**src/design/tce_ram.sv**
```systemverilog
// ----------------------------------------------------------------------------
// tce_ram
// Generic single-write, single-read RAM with registered read data.
// ----------------------------------------------------------------------------
module tce_ram #(
    parameter int WIDTH = 32,
    parameter int DEPTH = 16
) (
    input  logic                     i_clk,
    input  logic                     i_we,
    input  logic [$clog2(DEPTH)-1:0] i_waddr,
    input  logic [WIDTH-1:0]         i_wdata,
    input  logic                     i_re,
    input  logic [$clog2(DEPTH)-1:0] i_raddr,
    output logic [WIDTH-1:0]         o_rdata
);

    logic [WIDTH-1:0] r_mem [DEPTH];
    logic [WIDTH-1:0] r_rdata;

    always_ff @(posedge i_clk) begin
        if (i_we) begin
            r_mem[i_waddr] <= i_wdata;
        end
        if (i_re) begin
            r_rdata <= r_mem[i_raddr];
        end
    end

    assign o_rdata = r_rdata;

endmodule

```
**config.mk**
```make
export PLATFORM = sky130hd
export DESIGN_NAME = tce_ram
export DESIGN_NICKNAME = d
export VERILOG_FILES = /design/src/design/tce_ram.sv
export SDC_FILE = /design/constraint.sdc
export NUM_CORES = 1
export LEC_CHECK = 0
export BUFFER_PORTS_ARGS = -buffer_cell sky130_fd_sc_hd__buf_4
export CORE_MARGIN = 3
export CORE_UTILIZATION = 45
export CTS_BUF_LIST = sky130_fd_sc_hd__clkbuf_16
export CTS_CLUSTER_SIZE = 20
export DETAILED_ROUTE_END_ITERATION = 8
export PLACE_DENSITY = 0.63
export SETUP_SLACK_MARGIN = 0.15
export SYNTH_ARGS = -nofsm -noshare
export SYNTH_HDL_FRONTEND = slang
export SYNTH_SLANG_ARGS = --single-unit
```
**constraint.sdc**
```tcl
create_clock -name i_clk -period 4.7 [get_ports i_clk]
set_clock_uncertainty 0.1 [all_clocks]
set_input_delay 0.235 -clock i_clk [delete_from_list [all_inputs] [get_ports i_clk]]
set_output_delay 0.235 -clock i_clk [all_outputs]
set_load 0.05 [all_outputs]
```
## Word-level counts from Yosys, hierarchy flattened

Memory sizes are Yosys's and may differ from the RTL's. A register that Yosys moved wholly into a read port is not among the register bits.
Cells that the tools add are included.

- Flip-flop bits (word level): 0
- Bits in writable memories: 512
- Input port bits: 43
- Output and inout bits: 32
- Word-level logic and storage cells: 3
- Memories kept: 1

Memory list:

| name | depth | bits a word | read ports | clocked after memory_dff | write ports | RTL line | source |
|---|---|---|---|---|---|---|---|
| r_mem | 16 | 32 | 1 | 1 | 1 | 18 | `logic [WIDTH-1:0] r_mem [DEPTH];` |

- Mux-type cells: 2

Operators with widths:

| operator | number |
|---|---|
| $mux W1 | 2 |

## Depth between registers and ports, before layout

Gate-level depths: netlist of the first run.

- Depth in word-level cells: 2
- Mapped depth: 5
- Mapped depth without buffers: 3

## Worst setup path after synthesis of the first run

Ideal clock, no wire load.

- Path kind: in2reg
- Start: input i_waddr[2]
- End: memory r_mem[0][0], enable pin
- Library setup time: 0.461 ns
- Arrival: 2.953 ns
- Data required time: 4.139 ns
- Path slack: 1.185 ns
- Stages on the path: 2
- Buffers on the path: 0
- Path through: or3b_2 nor3_1

RTL lines:

| item | RTL line | source |
|---|---|---|
| start, declared | 11 | `input logic [$clog2(DEPTH)-1:0] i_waddr,` |
| end, declared | 18 |  |

No word-level cell before the write port.

==> Flow_metrics.wiki, run 1 <==
{| class="wikitable"
! Metric !! Value
|-
| Via count of the routed design || 9,128
|-
| Remaining global-route overflow || 0
|-
| Syn Inst Count || 838
|-
| Max clock buf depth || 3
|-
| Nets || 1,026
|-
| Clock tree sinks || 544
|-
| Startpoint of the worst register-to-register path || r_mem[3][3]
|-
| Vias in the first global route || 9,651
|-
| Top-Level Pins || 75
|-
| Setup CP Type || in -> reg
|-
| Max-cap check violation count || 0
|-
| Worst-case headroom to the max-slew limit || 0.3168
|-
| Routed Wire Length || 42.95 mm
|-
| Yosys warning count || 0
|-
| DRC Markers || 0
|-
| Register clock-pin slew on the reported worst setup and hold paths || 0.06 ns
|-
| Post-route core utilization || 0.5376
|-
| Data arrival time of the critical path || 2.20 ns
|-
| Drt first pass iters || 7
|-
| Distinct cell type count after synthesis || 17
|-
| Fraction of power consumed by sequential logic || 0.556
|-
| Worst path max stage delay || 0.64 ns
|-
| Area of the die || 47,410 µm²
|-
| Synthesis-stage register bit count || 544
|-
| Peak supply drop || 0.2493 mV
|-
| Class of the tightest hold or removal check || in -> reg
|-
| Routability cong. || 0.6854
|-
| Number of slew-limit violations in the final report || 0
|-
| Core region area || 43,650 µm²
|-
| Required time at the endpoint of the critical path || 4.94 ns
|-
| Amount of wire on met2 after detailed routing || 20.13 mm
|-
| Net count after synthesis || 881
|-
| Clock network power share || 0.384
|-
| Clock latency on the worst-skew pair || 0.59 ns
|-
| Buffers added on ports || 74
|-
| Highest net fanout along the worst path || 68
|-
| Origin of the worst min-delay path || i_re
|-
| Worst hold slack after final layout || 0.1280 ns
|-
| Switching power || 2.090 mW
|-
| Total negative slack || 0 ns
|-
| Area overhead of the layout relative to synthesis || 16.32%
|-
| Comb pwr share || 0.060
|-
| Post-CTS Resized || 0
|-
| Number of buffers added by the clock tree synthesis step || 53
|-
| Root buffer cell || sky130_fd_sc_hd__clkbuf_16
|-
| Vertical die dimension || 217.7 µm
|-
| Number of levels the H-tree was split into || 2
|-
| Global-route wire length before repair || 63.71 mm
|-
| Cell-internal power || 7.788 mW
|-
| Final setup violation count || 0
|-
| Kind of capture point of the worst setup path || flip-flop
|-
| Net switching fraction of the power || 0.2115
|-
| Unrepaired setup endpoints after global routing || no
|-
| Leakage power || 7.545 nW
|-
| Count of endpoints failing hold in the final timing report || 0
|-
| GRT Overall Usage || 0.1858
|-
| Part of the Yosys area used for sequential elements || 0.8097
|-
| Post-route minimum period || 1.953 ns
|-
| Number of antenna violations at the first check in global routing || 1
|-
| Power per unit of standard cell area || 420.9 nW/µm²
|-
| Iteration-0 DRC count of the detailed router || 867
|-
| Start point of the critical path || i_raddr[0]
|-
| Proportion of layout cells with a drive suffix above 1 || 0.3095
|-
| Placed wire-length estimate || 21.28 mm
|-
| Worst Tran Pin Value || 1.022 ns
|-
| Maximum number of pins on one net before global-route repair || 69
|-
| Pre-CTS setup slack || 2.053 ns
|-
| Cell with the largest stage delay on the worst path || sky130_fd_sc_hd__clkbuf_8
|-
| Max Freq || 511.9 MHz
|-
| Worst path cell trace || clkbuf_8, buf_4, mux4_2, a22oi_1, nand2_1
|-
| Mapped Area || 20,170 µm²
|-
| Count of standard-cell rows || 76
|-
| Status || finished clean
|-
| CTS tree || yes
|-
| Sequential standard cell area || 16,340 µm²
|-
| Starting utilization of the core area || 0.4622
|-
| Syn Area/Cell || 24.07 µm²
|-
| Critical path launch point type || input pin
|-
| Wire length the detailed router placed on met1 || 18.90 mm
|-
| Met3 wire length || 3.078 mm
|-
| Number of routed nets with antenna violations || 0
|-
| Average wire per standard cell || 26.73 µm
|-
| Share of the clock period used by the worst path || 0.4156
|-
| Layout filler cell count || 3,315
|-
| X dimension of the die || 217.7 µm
|-
| # placed instances || 1,481
|-
| Post-route non-filler standard cell count || 1,607
|-
| Highest routing layer actually used || met4
|-
| Final setup slack of the worst path || 2.747 ns
|-
| Multi-input gate area || 3750 µm²
|-
| Via density || 5.680
|}
-- worst max-delay path, delay by kind of cell --
family	cells	cell delay, ns
AND/OR/NAND/NOR	1	0.08
AO/OA/AOI/OAI	1	0.20
multiplexers	1	0.53
buffers and inverters	2	1.06
-- worst paths after layout --
path / endpoint / slack (ns) / depth (start not counted)
max: o_rdata[25] / 2.75 / 5
min: o_rdata[0] / 0.13 / 1
max reg2reg: o_rdata[3] / 3.03 / 3
min reg2reg: o_rdata[5] / 0.64 / 3
-- flip-flops by register name (all words and copies together), names as in the netlist --
register	flops
o_rdata	32
r_mem	512
-- through the flow --
step / instance area (µm²) / total power [mW]
floorplan: 20170 / 5.937
global placement: 21610 / 6.164
detailed placement: 21610 / 6.174
CTS: 23460 / 9.964
global route: 23470 / 10.21
finish: 23470 / 9.878
-- cell usage after synthesis (all sizes together) --
library cell  count  area share
nor3              4     0.00099
nor2b             2     0.00062
nand3             1     0.00025
buf              26      0.0079
and2              1     0.00031
nor2             13      0.0024
clkbuf           17      0.0032
nand2            33      0.0061
nand3b            2     0.00074
a22oi            64       0.024
or3b              1     0.00043
nand2b            2     0.00062
mux4            128        0.14
edfxtp          544        0.81
-- layer usage --
metal  GRT usage  up-vias
li1            -     3893
met1      0.2723     4878
met2      0.2877      306
met3     0.03846       51
met4     0.05262        0
met5           0        -
-- power by group through the flow --
stage          clock network (mW)  registers (mW)  logic [mW]
2_1_floorplan                   0            5.68       0.261
3_3_place_gp                    0            5.59       0.570
3_5_place_dp                    0            5.60       0.577
4_1_cts                      3.87            5.50       0.600
5_1_grt                      4.08            5.50       0.635
6_report                     3.79            5.50       0.590
-- cells in the final DEF (no fill, tap or decap), drive strengths merged --
| cell | count |
|---|---|
| clkinv | 20 |
| edfxtp | 544 |
| diode | 1 |
| a22oi | 64 |
| inv | 18 |
| nand3b | 2 |
| nand2 | 33 |
| buf | 100 |
| nor2b | 2 |
| nand3 | 1 |
| nor2 | 13 |
| dlygate4sd3 | 32 |
| nor3 | 4 |
| and2 | 1 |
| mux4 | 128 |
| or3b | 1 |
| clkbuf | 56 |
| nand2b | 2 |
-- area by class of cell --
class,count,area share
Multi-Input combinational cell,251,0.1598
Clock inverter,38,0.006825
Sequential cell,544,0.6961
Timing Repair Buffer,133,0.04729
Clock buffer,55,0.05865
Tap cell,585,0.03119
Antenna cell,1,0.0001066
-- timing repair --
action,CTS,global route
hold endpoints to repair,512,0
setup buffers,0,0
hold buffers,32,0
-- logic make-up (layout without fill, tap and decap cells) --
family / Yosys count / after routing / synth area share
compound gates: 64 / 64 / 0.02382
buf+inv: 43 / 226 / 0.01104
flops: 544 / 544 / 0.8097
mux: 128 / 128 / 0.1429
other cells: 0 / 1 / 0
simple gates: 59 / 59 / 0.01253
Note: power is estimated with default switching activity, not from simulation.
==> run 2: changes to the inputs <==
Clock period 4.7 ns to 1.94 ns, I/O delays scaled along.
==> run 2 against run 1 <==
Net effect:
- non-clock buffer count is 15 higher
- first-iteration DRC count is 0.58% lower
- wire length is 1.1% lower
- global-route usage is 0.35 points lower
- register-to-register slack worse by 2.6 ns
- combinational power grew to 2.6 times the previous value
- largest power group unchanged
- highest routed layer unchanged
==> Flow_metrics.wiki, run 2 (synthesis gave the netlist of run 1 again) <==
{| class="wikitable"
! Metric !! Value
|-
| Max clock buf depth || 3 (unchanged)
|-
| Peak supply drop || 0.5374 mV (+120%)
|-
| Remaining global-route overflow || 0 (unchanged)
|-
| Area of the die || 47,410 µm² (unchanged)
|-
| Maximum number of pins on one net before global-route repair || 37 (-46%)
|-
| Critical path launch point type || flip-flop
|-
| Post-route non-filler standard cell count || 1,629 (+1.4%)
|-
| Required time at the endpoint of the critical path || 2.14 ns (-2.80 ns)
|-
| GRT Overall Usage || 0.1823 (-0.003479)
|-
| Max Freq || 654.8 MHz
|-
| Proportion of layout cells with a drive suffix above 1 || 0.3295 (+0.01999)
|-
| Flip-flop count of the largest register after layout || 512 (unchanged)
|-
| Cell-internal power || 20.06 mW (+160%)
|-
| Drt first pass iters || 5 (-2)
|-
| Total buffers and inverters traversed by the critical path || 0 (-2)
|-
| Leakage power || 7.822 nW (+3.7%)
|-
| Top library cells by usage in the layout, fill and taps aside || 544 x sky130_fd_sc_hd__edfxtp_1, 128 x sky130_fd_sc_hd__mux4_2, 81 x sky130_fd_sc_hd__buf_4, 64 x sky130_fd_sc_hd__a22oi_1, 55 x sky130_fd_sc_hd__clkbuf_16
|-
| Routed Wire Length || 42.49 mm (-1.1%)
|-
| Via density || 5.665 (-0.27%)
|-
| Core region area || 43,650 µm² (unchanged)
|-
| Highest net fanout along the worst path || 1 (-99%)
|-
| Data arrival time of the critical path || 1.72 ns (-0.48 ns)
|-
| Area overhead of the layout relative to synthesis || 20.18%
|-
| Share of the clock period used by the worst path || 0.7873
|-
| Clock tree sinks || 544 (unchanged)
|-
| X dimension of the die || 217.7 µm (unchanged)
|-
| Worst hold slack after final layout || 0.05281 ns (-0.07519 ns)
|-
| Largest register by flop count || r_mem
|-
| Worst Tran Pin Value || 0.9887 ns (-0.03367 ns)
|-
| Register clock-pin slew on the reported worst setup and hold paths || 0.06 ns (about the same)
|-
| Nets || 1,041 (+1.5%)
|-
| Unrepaired setup endpoints after global routing || no
|-
| Worst-case headroom to the max-slew limit || 0.3395 (+0.02266)
|-
| Clock network power share || 0.411 (+0.027)
|-
| Number of slew-limit violations in the final report || 0 (unchanged)
|-
| Vias in the first global route || 9,794 (+1.5%)
|-
| Class of the tightest hold or removal check || in -> reg
|-
| Switching power || 5.154 mW (+150%)
|-
| Buffers inserted by post-CTS timing repair || 0 (unchanged)
|-
| Category of cells accounting for the largest share of critical-path delay || multiplexers
|-
| Count of endpoints failing hold in the final timing report || 0 (unchanged)
|-
| Via count of the routed design || 9,228 (+1.1%)
|-
| Comb pwr share || 0.060 (about the same)
|-
| Post-route minimum period || 1.527 ns
|-
| Net switching fraction of the power || 0.2044 (-0.007106)
|-
| Root buffer cell || sky130_fd_sc_hd__clkbuf_16
|-
| # placed instances || 1,495 (+0.95%)
|-
| Clock latency on the worst-skew pair || 0.57 ns (-0.02 ns)
|-
| Cell with the largest stage delay on the worst path || sky130_fd_sc_hd__mux4_2
|-
| Max-cap check violation count || 0 (unchanged)
|-
| Leading cell type in the layout, fill and taps excluded || sky130_fd_sc_hd__edfxtp_1
|-
| Fraction of power consumed by sequential logic || 0.528 (-0.028)
|-
| Number of levels the H-tree was split into || 2 (unchanged)
|-
| Average wire per standard cell || 26.09 µm (-2.4%)
|-
| Placed wire-length estimate || 21.27 mm (about the same)
|-
| Vertical die dimension || 217.7 µm (unchanged)
|-
| Count of standard-cell rows || 76 (unchanged)
|-
| Top-Level Pins || 75 (unchanged)
|-
| Hold_buf cts || 33 (+3.1%)
|-
| Status || finished clean
|-
| Routability cong. || 0.7210 (+5.2%)
|-
| Iteration-0 DRC count of the detailed router || 862 (-0.58%)
|-
| Setup CP Type || reg -> reg
|-
| DRC Markers || 0 (unchanged)
|-
| Post-CTS Resized || 0 (unchanged)
|-
| Number of antenna violations at the first check in global routing || 2 (+1)
|-
| Power per unit of standard cell area || 1040 nW/µm² (+150%)
|-
| Number of routed nets with antenna violations || 0 (unchanged)
|-
| Number of buffers added by the clock tree synthesis step || 53 (unchanged)
|-
| Final setup violation count || 0 (unchanged)
|-
| Buffers added on ports || 74 (unchanged)
|-
| Worst path cell trace || mux4_2, a22oi_1, nand2_1
|-
| Global-route wire length before repair || 63.54 mm (-0.27%)
|-
| Kind of capture point of the worst setup path || flip-flop
|-
| CTS tree || yes
|-
| Worst path max stage delay || 0.48 ns (-0.16 ns)
|-
| Starting utilization of the core area || 0.4622 (unchanged)
|-
| Post-route core utilization || 0.5555 (+0.01786)
|}
==> run 2: through the flow <==
| step | setup WS (ns) | power [mW] | area (µm²) | TNS [ns] |
|---|---|---|---|---|
| after floorplan | -0.2848 | 14.38 | 20220 | -87.96 |
| after global placement | 0.08395 | 15.03 | 22130 | 0 |
| after detailed placement | 0.09142 | 15.06 | 22130 | 0 |
| after CTS | 0.3929 | 25.43 | 24240 | 0 |
| after global routing | 0.3070 | 25.96 | 24240 | 0 |
| final | 0.4127 | 25.21 | 24250 | 0 |
==> run 2: routing by layer <==
layer  share of wire  global-route usage  up-vias
li1                -                   -     3937
met1            0.42              0.2520     4996
met2            0.51              0.3101      239
met3           0.054             0.02884       56
met4           0.018             0.04175        0
met5               0                   0        -
==> run 2: path summary, 6_finish.rpt <==
kind,from,to,slack (ns),cells past startpoint
worst max-delay path,r_mem[3][4],o_rdata[4],0.41,3
worst min-delay path,i_waddr[1],r_mem[8][25],0.05,3
worst max register to register,r_mem[3][4],o_rdata[4],0.41,3
worst min register to register,r_mem[14][24],o_rdata[24],0.65,3
==> run 2: tightest hold or removal path: cells and delay by family <==
| family | cells | cell delay (ns) |
|---|---|---|
| buf+inv | 2 | 0.36 |
| simple gates | 1 | 0.07 |
==> run 2: cell type report <==
cell class              instances  area, µm²
flip-flops and latches        544      16340
diodes                          3      7.507
clock inverters                43      404.1
fillers                      3184      19400
multi-input cells             251       3777
well taps                     585      732.0
clock buffers                  55       1376
repair buffers                148       1613
==> run 2: power by group through the flow <==
stage / sequential (mW) / combinational, mW / clock (mW)
after detailed placement: 13.6 / 1.49 / 0
after CTS: 13.3 / 1.55 / 10.6
final: 13.3 / 1.52 / 10.4
after global placement: 13.6 / 1.47 / 0
after floorplan: 13.7 / 0.636 / 0
after global routing: 13.3 / 1.63 / 11.0
==> run 3: changes to the inputs <==
Settings changed: PLACE_DENSITY 0.63 to 0.65.
Clock period 1.94 ns to 1.25 ns, I/O delays scaled along.
==> run 3 against run 2 <==
Net effect:
- the run now ends with negative hold slack, negative setup slack left
- critical path depth unchanged
- first-iteration DRC count up 3.8%
- utilization up 2.1 points
- sequential power up 56%
- flip-flop and latch count unchanged
- non-clock buffer count up 54
- sequential share of layout area down 2.5 points
- die area unchanged
- wire length up 3.4%
- hold slack worse by 0.12 ns
- final area up 3.8%
- total power up 52%
==> Flow_metrics.wiki, run 3 (synthesis gave the netlist of run 1 again) <==
{| class="wikitable"
! Metric !! Value
|-
| Final setup violation count || 64 (+64)
|-
| Nets || 1,096 (+5.3%)
|-
| GRT Overall Usage || 0.1913 (+0.009006)
|-
| Unrepaired setup endpoints after global routing || yes
|-
| Final setup slack of the worst path || -0.2838 ns (-0.6965 ns)
|-
| Top-Level Pins || 75 (unchanged)
|-
| Fraction of power consumed by sequential logic || 0.541 (+0.013)
|-
| Buffers inserted by post-CTS timing repair || 0 (unchanged)
|-
| Remaining global-route overflow || 0 (unchanged)
|-
| Vertical die dimension || 217.7 µm (unchanged)
|-
| Worst hold slack after final layout || -0.06566 ns (-0.1185 ns)
|-
| Cell-internal power || 30.13 mW (+50%)
|-
| Data arrival time of the critical path || 1.75 ns (+0.03 ns)
|-
| Share of the clock period used by the worst path || 1.227 (+0.4398)
|-
| Area of the die || 47,410 µm² (unchanged)
|-
| Setup CP Type || reg -> reg
|-
| Root buffer cell || sky130_fd_sc_hd__clkbuf_16
|-
| Area overhead of the layout relative to synthesis || 24.73%
|-
| Max Freq || 652.0 MHz (-0.43%)
|-
| Leading cell type in the layout, fill and taps excluded || sky130_fd_sc_hd__edfxtp_1
|-
| Average wire per standard cell || 26.21 µm (+0.47%)
|-
| Via density || 5.672 (+0.13%)
|-
| Drt first pass iters || 7 (+2)
|-
| DRC Markers || 0 (unchanged)
|-
| Power per unit of standard cell area || 1521 nW/µm² (+46%)
|-
| Startpoint of the worst register-to-register path || r_mem[3][19]
|-
| Worst r2r path cells || 3 (unchanged)
|-
| Critical path launch point type || flip-flop
|-
| Kind of capture point of the worst setup path || flip-flop
|-
| Number of antenna violations at the first check in global routing || 1 (-1)
|-
| Clock network power share || 0.388 (-0.023)
|-
| Class of the tightest hold or removal check || in -> reg
|-
| Worst Tran Pin Value || 0.2929 ns (-0.6958 ns)
|-
| Peak supply drop || 0.9031 mV (+68%)
|-
| Switching power || 8.137 mW (+58%)
|-
| Clock tree sinks || 544 (unchanged)
|-
| Top library cells by usage in the layout, fill and taps aside || 544 x sky130_fd_sc_hd__edfxtp_1, 128 x sky130_fd_sc_hd__mux4_2, 78 x sky130_fd_sc_hd__buf_4, 58 x sky130_fd_sc_hd__buf_12, 55 x sky130_fd_sc_hd__clkbuf_16
|-
| Comb pwr share || 0.071 (+0.011)
|-
| Largest register by flop count || r_mem
|-
| Number of levels the H-tree was split into || 2 (unchanged)
|-
| Critical path capture point || o_rdata[19]
|-
| Iteration-0 DRC count of the detailed router || 895 (+3.8%)
|-
| Multi-input gate area || 4030 µm² (+6.7%)
|-
| Core region area || 43,650 µm² (unchanged)
|-
| Post-route minimum period || 1.534 ns (+0.006532 ns)
|-
| Via count of the routed design || 9,512 (+3.1%)
|-
| Starting utilization of the core area || 0.4622 (unchanged)
|-
| Count of endpoints failing hold in the final timing report || 11 (+11)
|-
| Highest net fanout along the worst path || 1 (unchanged)
|-
| Sequential standard cell area || 16,340 µm² (unchanged)
|-
| Layout filler cell count || 3,122 (-1.9%)
|-
| Vias in the first global route || 10,204 (+4.2%)
|-
| Flip-flop count of the largest register after layout || 512 (unchanged)
|-
| Number of slew-limit violations in the final report || 0 (unchanged)
|-
| Number of buffers added by the clock tree synthesis step || 54 (+1.9%)
|-
| Status || finished, violations left
|-
| Start point of the critical path || r_mem[3][19]
|-
| Max-cap check violation count || 0 (unchanged)
|-
| Clock latency on the worst-skew pair || 0.59 ns (+0.02 ns)
|-
| Net switching fraction of the power || 0.2126 (+0.008190)
|-
| Register clock-pin slew on the reported worst setup and hold paths || 0.06 ns (about the same)
|-
| Count of standard-cell rows || 76 (unchanged)
|-
| CTS tree || yes
|-
| Routability cong. || 0.7243 (+0.46%)
|-
| Pre-CTS setup slack || -0.5703 ns (-0.6617 ns)
|-
| Worst-case headroom to the max-slew limit || 0.8047 (+0.4652)
|-
| Max clock buf depth || 3 (unchanged)
|-
| X dimension of the die || 217.7 µm (unchanged)
|-
| Internal reg-to-reg setup slack || -0.28 ns (-0.70 ns)
|-
| Maximum number of pins on one net before global-route repair || 33 (-11%)
|-
| Required time at the endpoint of the critical path || 1.47 ns (-0.67 ns)
|-
| Violated checks || negative hold slack, negative setup slack
|-
| Buffers added on ports || 74 (unchanged)
|-
| RR Endpoint || o_rdata[19]
|-
| Total power || 38.27 mW (+52%)
|-
| Placed wire-length estimate || 25.71 mm (+21%)
|-
| Number of routed nets with antenna violations || 0 (unchanged)
|-
| Proportion of layout cells with a drive suffix above 1 || 0.4060 (+0.07656)
|-
| Leakage power || 8.194 nW (+4.8%)
|-
| Global-route wire length before repair || 66.39 mm (+4.5%)
|-
| Hold_buf cts || 33 (unchanged)
|-
| Routed Wire Length || 43.95 mm (+3.4%)
|}
==> run 3: cell types whose count changed in the layout (fill, tap and decap cells not counted), sizes merged <==
cell      change
inv           +3
buf          +54
clkinvlp      -1
bufinv        -6
diode         -2
==> run 3: worst min path at each step <==
| stage | cells after the start | startpoint | to |
|---|---|---|---|
| after floorplan | 0 | i_wdata[0] | r_mem[0][0] |
| after global placement | 1 | i_wdata[15] | r_mem[14][15] |
| after detailed placement | 1 | i_wdata[11] | r_mem[10][11] |
| after CTS | 3 | i_waddr[0] | r_mem[0][17] |
| after global routing | 3 | i_waddr[0] | r_mem[0][17] |
| final | 3 | i_waddr[0] | r_mem[0][17] |
==> run 3: worst max-delay path, stage by stage (launching register included) <==
cell                       delay, ns
sky130_fd_sc_hd__edfxtp_1       0.38
sky130_fd_sc_hd__mux4_2         0.49
sky130_fd_sc_hd__a22oi_2        0.18
sky130_fd_sc_hd__nand2_1        0.11
==> run 3: layout make-up <==
cell class	instances	area share
Tap cell	585	0.02909
Clock inverter	39	0.009397
Timing Repair Buffer	202	0.09740
Multi-Input combinational cell	251	0.1602
Antenna cell	1	0.00009944
Clock buffer	55	0.05469
Sequential cell	544	0.6492
==> run 3: what timing repair did <==
| item | in CTS | in global routing |
|---|---|---|
| pin swaps | 10 | 2 |
| resized for setup | 62 | 15 |
| endpoints found under the hold margin | 564 | 15 |
| endpoints found under the setup margin | 64 | 64 |
==> run 3: per-layer routing <==
layer,up-vias,global-route usage,part of all wire
met5,-,0,0
met4,0,0.04544,0.015
met3,41,0.03149,0.055
met2,297,0.3078,0.49
met1,5139,0.2793,0.43
li1,4035,-,-
==> run 3: power groups by stage <==
| stage | clock network, mW | registers (mW) | logic (mW) |
|---|---|---|---|
| 2_1_floorplan | 0 | 21.3 | 1.08 |
| 3_3_place_gp | 0 | 21.0 | 2.48 |
| 3_5_place_dp | 0 | 21.1 | 2.52 |
| 4_1_cts | 15.2 | 20.7 | 2.73 |
| 5_1_grt | 15.9 | 20.7 | 2.90 |
| 6_report | 14.9 | 20.7 | 2.72 |
==> run 3: per-stage QoR <==
stage	std cells	TNS (ns)	util	instance area (µm²)	hold WS, ns
2_1_floorplan	838	-143.47	-	20510	0.06137
3_3_place_gp	1549	-128.94	0.5241	22880	0.2536
3_5_place_dp	1549	-132.03	0.5241	22880	0.2617
4_1_cts	1676	-10.22	0.5748	25090	-0.09261
5_1_grt	1677	-11.61	0.5765	25160	-0.07030
6_report	1677	-8.860	0.5765	25160	-0.06566
